$ cat config.mk
export PLATFORM = sky130hd
export DESIGN_NAME = lzwd_ctrl
export DESIGN_NICKNAME = d
export VERILOG_FILES = /design/src/rtl/core/lzwd_pkg.sv /design/src/rtl/core/lzwd_ctrl.sv
export SDC_FILE = /design/constraint.sdc
export NUM_CORES = 1
export LEC_CHECK = 0
export ABC_AREA = 1
export BUFFER_PORTS_ARGS = -buffer_cell sky130_fd_sc_hd__buf_2
export CORE_AREA = 8 8 45 47
export DETAILED_ROUTE_END_ITERATION = 6
export DIE_AREA = 0 0 53 55
export GPL_TIMING_DRIVEN = 1
export PLACE_DENSITY = 0.66
export SYNTH_ARGS = -nofsm -noshare
export SYNTH_HDL_FRONTEND = slang
export SYNTH_SLANG_ARGS = --single-unit
$ cat constraint.sdc
create_clock -name i_clk -period 2.9 [get_ports i_clk]
set_input_delay 0.435 -clock i_clk [delete_from_list [all_inputs] [get_ports i_clk]]
set_output_delay 0.435 -clock i_clk [all_outputs]
set_load 0.01 [all_outputs]
$ cat src/rtl/core/lzwd_pkg.sv
package lzwd_pkg;

    localparam int CODE_W_MAX    = 12;
    localparam int DEPTH         = 1 << CODE_W_MAX;
    localparam int ADDR_W        = CODE_W_MAX;
    localparam int CAP_W         = CODE_W_MAX + 1;
    localparam int CHUNK_BYTES   = 64;
    localparam int LANES         = CHUNK_BYTES / 8;
    localparam int CNT_W         = 7;
    localparam int MAX_RESULTS   = 64;
    localparam int MAX_TOTAL     = CHUNK_BYTES * MAX_RESULTS;
    localparam int DICT_W        = 1 + CODE_W_MAX + 8;

    localparam logic [1:0] ST_OK      = 2'd0;
    localparam logic [1:0] ST_CORRUPT = 2'd1;
    localparam logic [1:0] ST_LIMIT   = 2'd2;

    localparam logic [1:0] REG_CODE_BITS = 2'd0;
    localparam logic [1:0] REG_CLEAR     = 2'd1;
    localparam logic [1:0] REG_END       = 2'd2;

    typedef struct packed {
        logic       accept;
        logic       sweep;
        logic       single;
        logic [1:0] single_stat;
        logic       clear_start;
        logic       walk_start;
        logic       walk_step;
        logic       walk_end;
        logic       commit;
        logic       emit_rd;
        logic       emit_wr;
        logic       present;
        logic       chunk_clear;
    } t_cmd;

    typedef struct packed {
        logic sweep_last;
        logic clr;
        logic action_q;
        logic code_err;
        logic walk_more;
        logic walk_over;
        logic limit;
        logic more_bytes;
        logic chunk_full;
        logic out_busy;
        logic out_last;
    } t_sts;

endpackage

$ cat src/rtl/core/lzwd_ctrl.sv
module lzwd_ctrl (
    input  logic          i_clk,
    input  logic          i_rst_n,
    input  logic          i_in_valid,
    output logic          o_in_ready,
    input  lzwd_pkg::t_sts i_sts,
    output lzwd_pkg::t_cmd o_cmd
);
    localparam logic [3:0] S_SWEEP   = 4'd0;
    localparam logic [3:0] S_IDLE    = 4'd1;
    localparam logic [3:0] S_DECIDE  = 4'd2;
    localparam logic [3:0] S_WALK    = 4'd3;
    localparam logic [3:0] S_CHECK   = 4'd4;
    localparam logic [3:0] S_EMIT_RD = 4'd5;
    localparam logic [3:0] S_EMIT_WR = 4'd6;
    localparam logic [3:0] S_OUT     = 4'd7;

    logic [3:0] r_state;
    logic [3:0] n_state;

    always_ff @(posedge i_clk) begin
        if (!i_rst_n) begin
            r_state <= S_SWEEP;
        end else begin
            r_state <= n_state;
        end
    end

    always_comb begin
        n_state    = r_state;
        o_cmd      = '0;
        o_in_ready = 1'b0;
        case (r_state)
            S_SWEEP: begin
                o_cmd.sweep = 1'b1;
                if (i_sts.sweep_last) begin
                    if (i_sts.clr) begin
                        o_cmd.single      = 1'b1;
                        o_cmd.single_stat = lzwd_pkg::ST_OK;
                        n_state           = S_OUT;
                    end else begin
                        n_state = S_IDLE;
                    end
                end
            end
            S_IDLE: begin
                o_in_ready = 1'b1;
                if (i_in_valid) begin
                    o_cmd.accept = 1'b1;
                    n_state      = S_DECIDE;
                end
            end
            S_DECIDE: begin
                if (i_sts.action_q) begin
                    o_cmd.clear_start = 1'b1;
                    n_state           = S_SWEEP;
                end else if (i_sts.code_err) begin
                    o_cmd.single      = 1'b1;
                    o_cmd.single_stat = lzwd_pkg::ST_CORRUPT;
                    n_state           = S_OUT;
                end else begin
                    o_cmd.walk_start = 1'b1;
                    n_state          = S_WALK;
                end
            end
            S_WALK: begin
                if (i_sts.walk_over) begin
                    o_cmd.single      = 1'b1;
                    o_cmd.single_stat = lzwd_pkg::ST_CORRUPT;
                    n_state           = S_OUT;
                end else if (i_sts.walk_more) begin
                    o_cmd.walk_step = 1'b1;
                end else begin
                    o_cmd.walk_end = 1'b1;
                    n_state        = S_CHECK;
                end
            end
            S_CHECK: begin
                if (i_sts.limit) begin
                    o_cmd.single      = 1'b1;
                    o_cmd.single_stat = lzwd_pkg::ST_LIMIT;
                    n_state           = S_OUT;
                end else begin
                    o_cmd.commit = 1'b1;
                    n_state      = S_EMIT_RD;
                end
            end
            S_EMIT_RD: begin
                if (i_sts.more_bytes && !i_sts.chunk_full) begin
                    o_cmd.emit_rd = 1'b1;
                    n_state       = S_EMIT_WR;
                end else begin
                    o_cmd.present = 1'b1;
                    n_state       = S_OUT;
                end
            end
            S_EMIT_WR: begin
                o_cmd.emit_wr = 1'b1;
                n_state       = S_EMIT_RD;
            end
            S_OUT: begin
                if (!i_sts.out_busy) begin
                    if (i_sts.out_last) begin
                        n_state = S_IDLE;
                    end else begin
                        o_cmd.chunk_clear = 1'b1;
                        n_state           = S_EMIT_RD;
                    end
                end
            end
            default: begin
                n_state = S_IDLE;
            end
        endcase
    end
endmodule

==> impl_metrics.json <==
{
  "status": "finished clean",
  "maxSlewViolCount": 0,
  "cts_buffer_depth": 2,
  "synth_cell_type_count": 20,
  "reg.largest.list": "r_state (3)",
  "largest_register": "r_state",
  "synth_warnings": 0,
  "n_fill_cell": 153,
  "post-dp-hpwl_mm": 1.11,
  "synthSimpleGateAreaFrac_pct": 61.8,
  "design.portCount": 29,
  "ant_nets": 0,
  "drt_iter0_drc": 9,
  "n_antenna_cell": 0,
  "path_clk_slew_ns": 0.04,
  "crit_fanout": 10,
  "synth_mux_area_share_pct": 0,
  "antenna_found_initial": 0,
  "numCtsBuffers": 3,
  "worstReg2RegStart": "r_state[2]",
  "synth_top_family_by_area": "simple AND/OR/NAND/NOR gates",
  "fin_skew_ns": 0.00165,
  "post-cts-setup-buffer-count": 0,
  "routedWlPerCell_um": 10.9,
  "via_per_inst": 4.61,
  "place.port_buffers": 28,
  "p_comb_share_pct": 65.1,
  "power_density_nw_per_um2": 929,
  "holdPathEnd": "r_state[2]",
  "yosys.area_share.adder_pct": 0,
  "power.internal_uw": 255,
  "grt_max_degree": 11,
  "slew-limit-headroom_pct": 67.3,
  "p_switching_uw": 308,
  "fmax_mhz": 530,
  "ys_seq_elements": 3,
  "seqPwrFrac_pct": 22.3,
  "final_common_cell": "buf_2",
  "syn_to_final_growth_pct": 37.1,
  "cp.required_ns": 2.47,
  "finalSetupViolCount": 0,
  "holdCritStartpoint": "i_rst_n",
  "gp_congestion": 0.867,
  "cts_root_buf": "clkbuf_4",
  "gr-total-overflow": 0,
  "mostFrequentLayoutCells": "buf_2 (28), nor2_1 (10), inv_1 (9)",
  "finalSetupTns_ns": 0,
  "yosysSeqAreaShare_pct": 13.6,
  "sw_frac_of_total_pct": 54.7,
  "syn_nets": 85,
  "cts_hold_buffers": 0,
  "syn-cell-area_um2": 442,
  "dieArea_um2": 2920,
  "core_area_um2": 1380,
  "die_x_um": 53,
  "r2r_slack_ns": 1.55,
  "timing.rr.end": "r_state[2]",
  "synthCells": 71,
  "cts_tree": "built",
  "place_area_um2": 579,
  "hold_path_class": "primary input to register",
  "reg2reg_depth": 6,
  "cts_resized": 0,
  "dr_total_vias": 539,
  "p_leak_uw": 0.000388,
  "synth-xor-area-share_pct": 0,
  "dr.pass1.iters": 4,
  "synth_compound_area_share_pct": 8.50,
  "final_cell_area_um2": 606,
  "synth.avg_cell_area_um2": 6.22,
  "largest_reg_flops": 3,
  "critical_path.endpoint_type": "output port",
  "max_cap_violations": 0,
  "grt_pass1_vias": 532,
  "detail_route.drc_violations": 0,
  "period_needed_ns": 1.89,
  "htree_levels": 1,
  "hold_depth": 3,
  "rsz0062_at_grt": "no",
  "max_slew.worst_pin.slew_ns": 0.490,
  "nets": 116,
  "worstSetupStartpointType": "register",
  "cts_sinks": 3,
  "rows": 14,
  "clock_latency_ns": 0.23,
  "vdd.ir_drop.worst_mv": 0.297,
  "totalWireLength_mm": 1.28,
  "grtUsageTotal_pct": 9.17,
  "clockPowerShare_pct": 12.6,
  "crit_arrival_ns": 1.45,
  "drive_gt1_share_pct": 53.5,
  "finalHoldViolCount": 0,
  "fin_crit_sh_pct": 65.0,
  "p_total_uw": 563,
  "grt_first_pass_wirelength_mm": 2.15,
  "path_class": "register to output port",
  "start_util_pct": 31.9,
  "die_h_um": 55
}
## worst max-delay path, cell delays in order (launching register included)
cell	delay, ns
dfxtp_1	0.62
inv_2	0.15
nor4_1	0.28
buf_2	0.17
## cell families (layout without fill, tap and decap cells)
family,after synthesis,in the layout
compound gates,6,6
buf+inv,15,45
simple gates,47,47
flops,3,3
## layout make-up
cell class,count,area [µm²],area share (%)
clock buffers,4,26.3,4.34
inverters,13,48.8,8.06
multi-input cells,53,310,51.2
flip-flops and latches,3,60.1,9.92
well taps,16,20.0,3.31
repair buffers,28,140,23.1
## cell usage after synthesis
cell      instances  share of area, %
a21oi_2           1               2.0
nor3_1            2               2.3
inv_2             4               3.4
nand3_2           3               6.8
nand3b_2          1               2.5
nand4_2           1               2.8
nor4_1            4               5.7
nor2_4            2               5.1
o21ai_2           1               2.0
nand2_1           8               6.8
nand4_1           1               1.4
nor2_2            4               5.7
inv_1             9               7.6
a21oi_1           3               3.4
buf_6             2               5.1
nand3_1           5               5.7
o21ai_1           1               1.1
dfxtp_1           3                14
nor2_1           10               8.5
nand2_2           6               8.5
## how the worst max path moves through the flow
stage,start,to,depth (start not counted)
finish,r_state[2],o_cmd[3],3
global placement,r_state[2],o_cmd[3],3
global route,r_state[2],o_cmd[3],3
floorplan,r_state[2],o_cmd[3],3
CTS,r_state[2],o_cmd[3],3
detailed placement,r_state[2],o_cmd[3],3
## metal layers
metal / vias up / part of all wire (%) / GRT usage, %
met4: 0 / 0 / 3.88
met3: 0 / 9.3 / 2.41
met2: 23 / 43 / 13.9
met5: - / 0 / 0
li1: 289 / - / -
met1: 227 / 47 / 12.0
## power by group through the flow
stage                     Combinational, µW  Clock (µW)  Sequential, µW
after floorplan                         337           0            78.8
after global placement                  363           0             125
after detailed placement                368           0             127
after CTS                               370        73.3             126
after global routing                    410        77.6             131
final                                   367        70.9             125
## through the flow
| step | hold slack, ns | cells | util (%) | setup WS, ns |
|---|---|---|---|---|
| after global routing | 0.479 | 117 | 43.8 | 0.890 |
| after CTS | 0.454 | 117 | 43.8 | 0.973 |
| after floorplan | 0.557 | 71 | - | 1.50 |
| final | 0.458 | 117 | 43.8 | 1.01 |
| after global placement | 0.676 | 113 | 41.9 | 1.27 |
| after detailed placement | 0.674 | 113 | 41.9 | 1.23 |
Note: power is estimated with default switching activity, not from simulation.
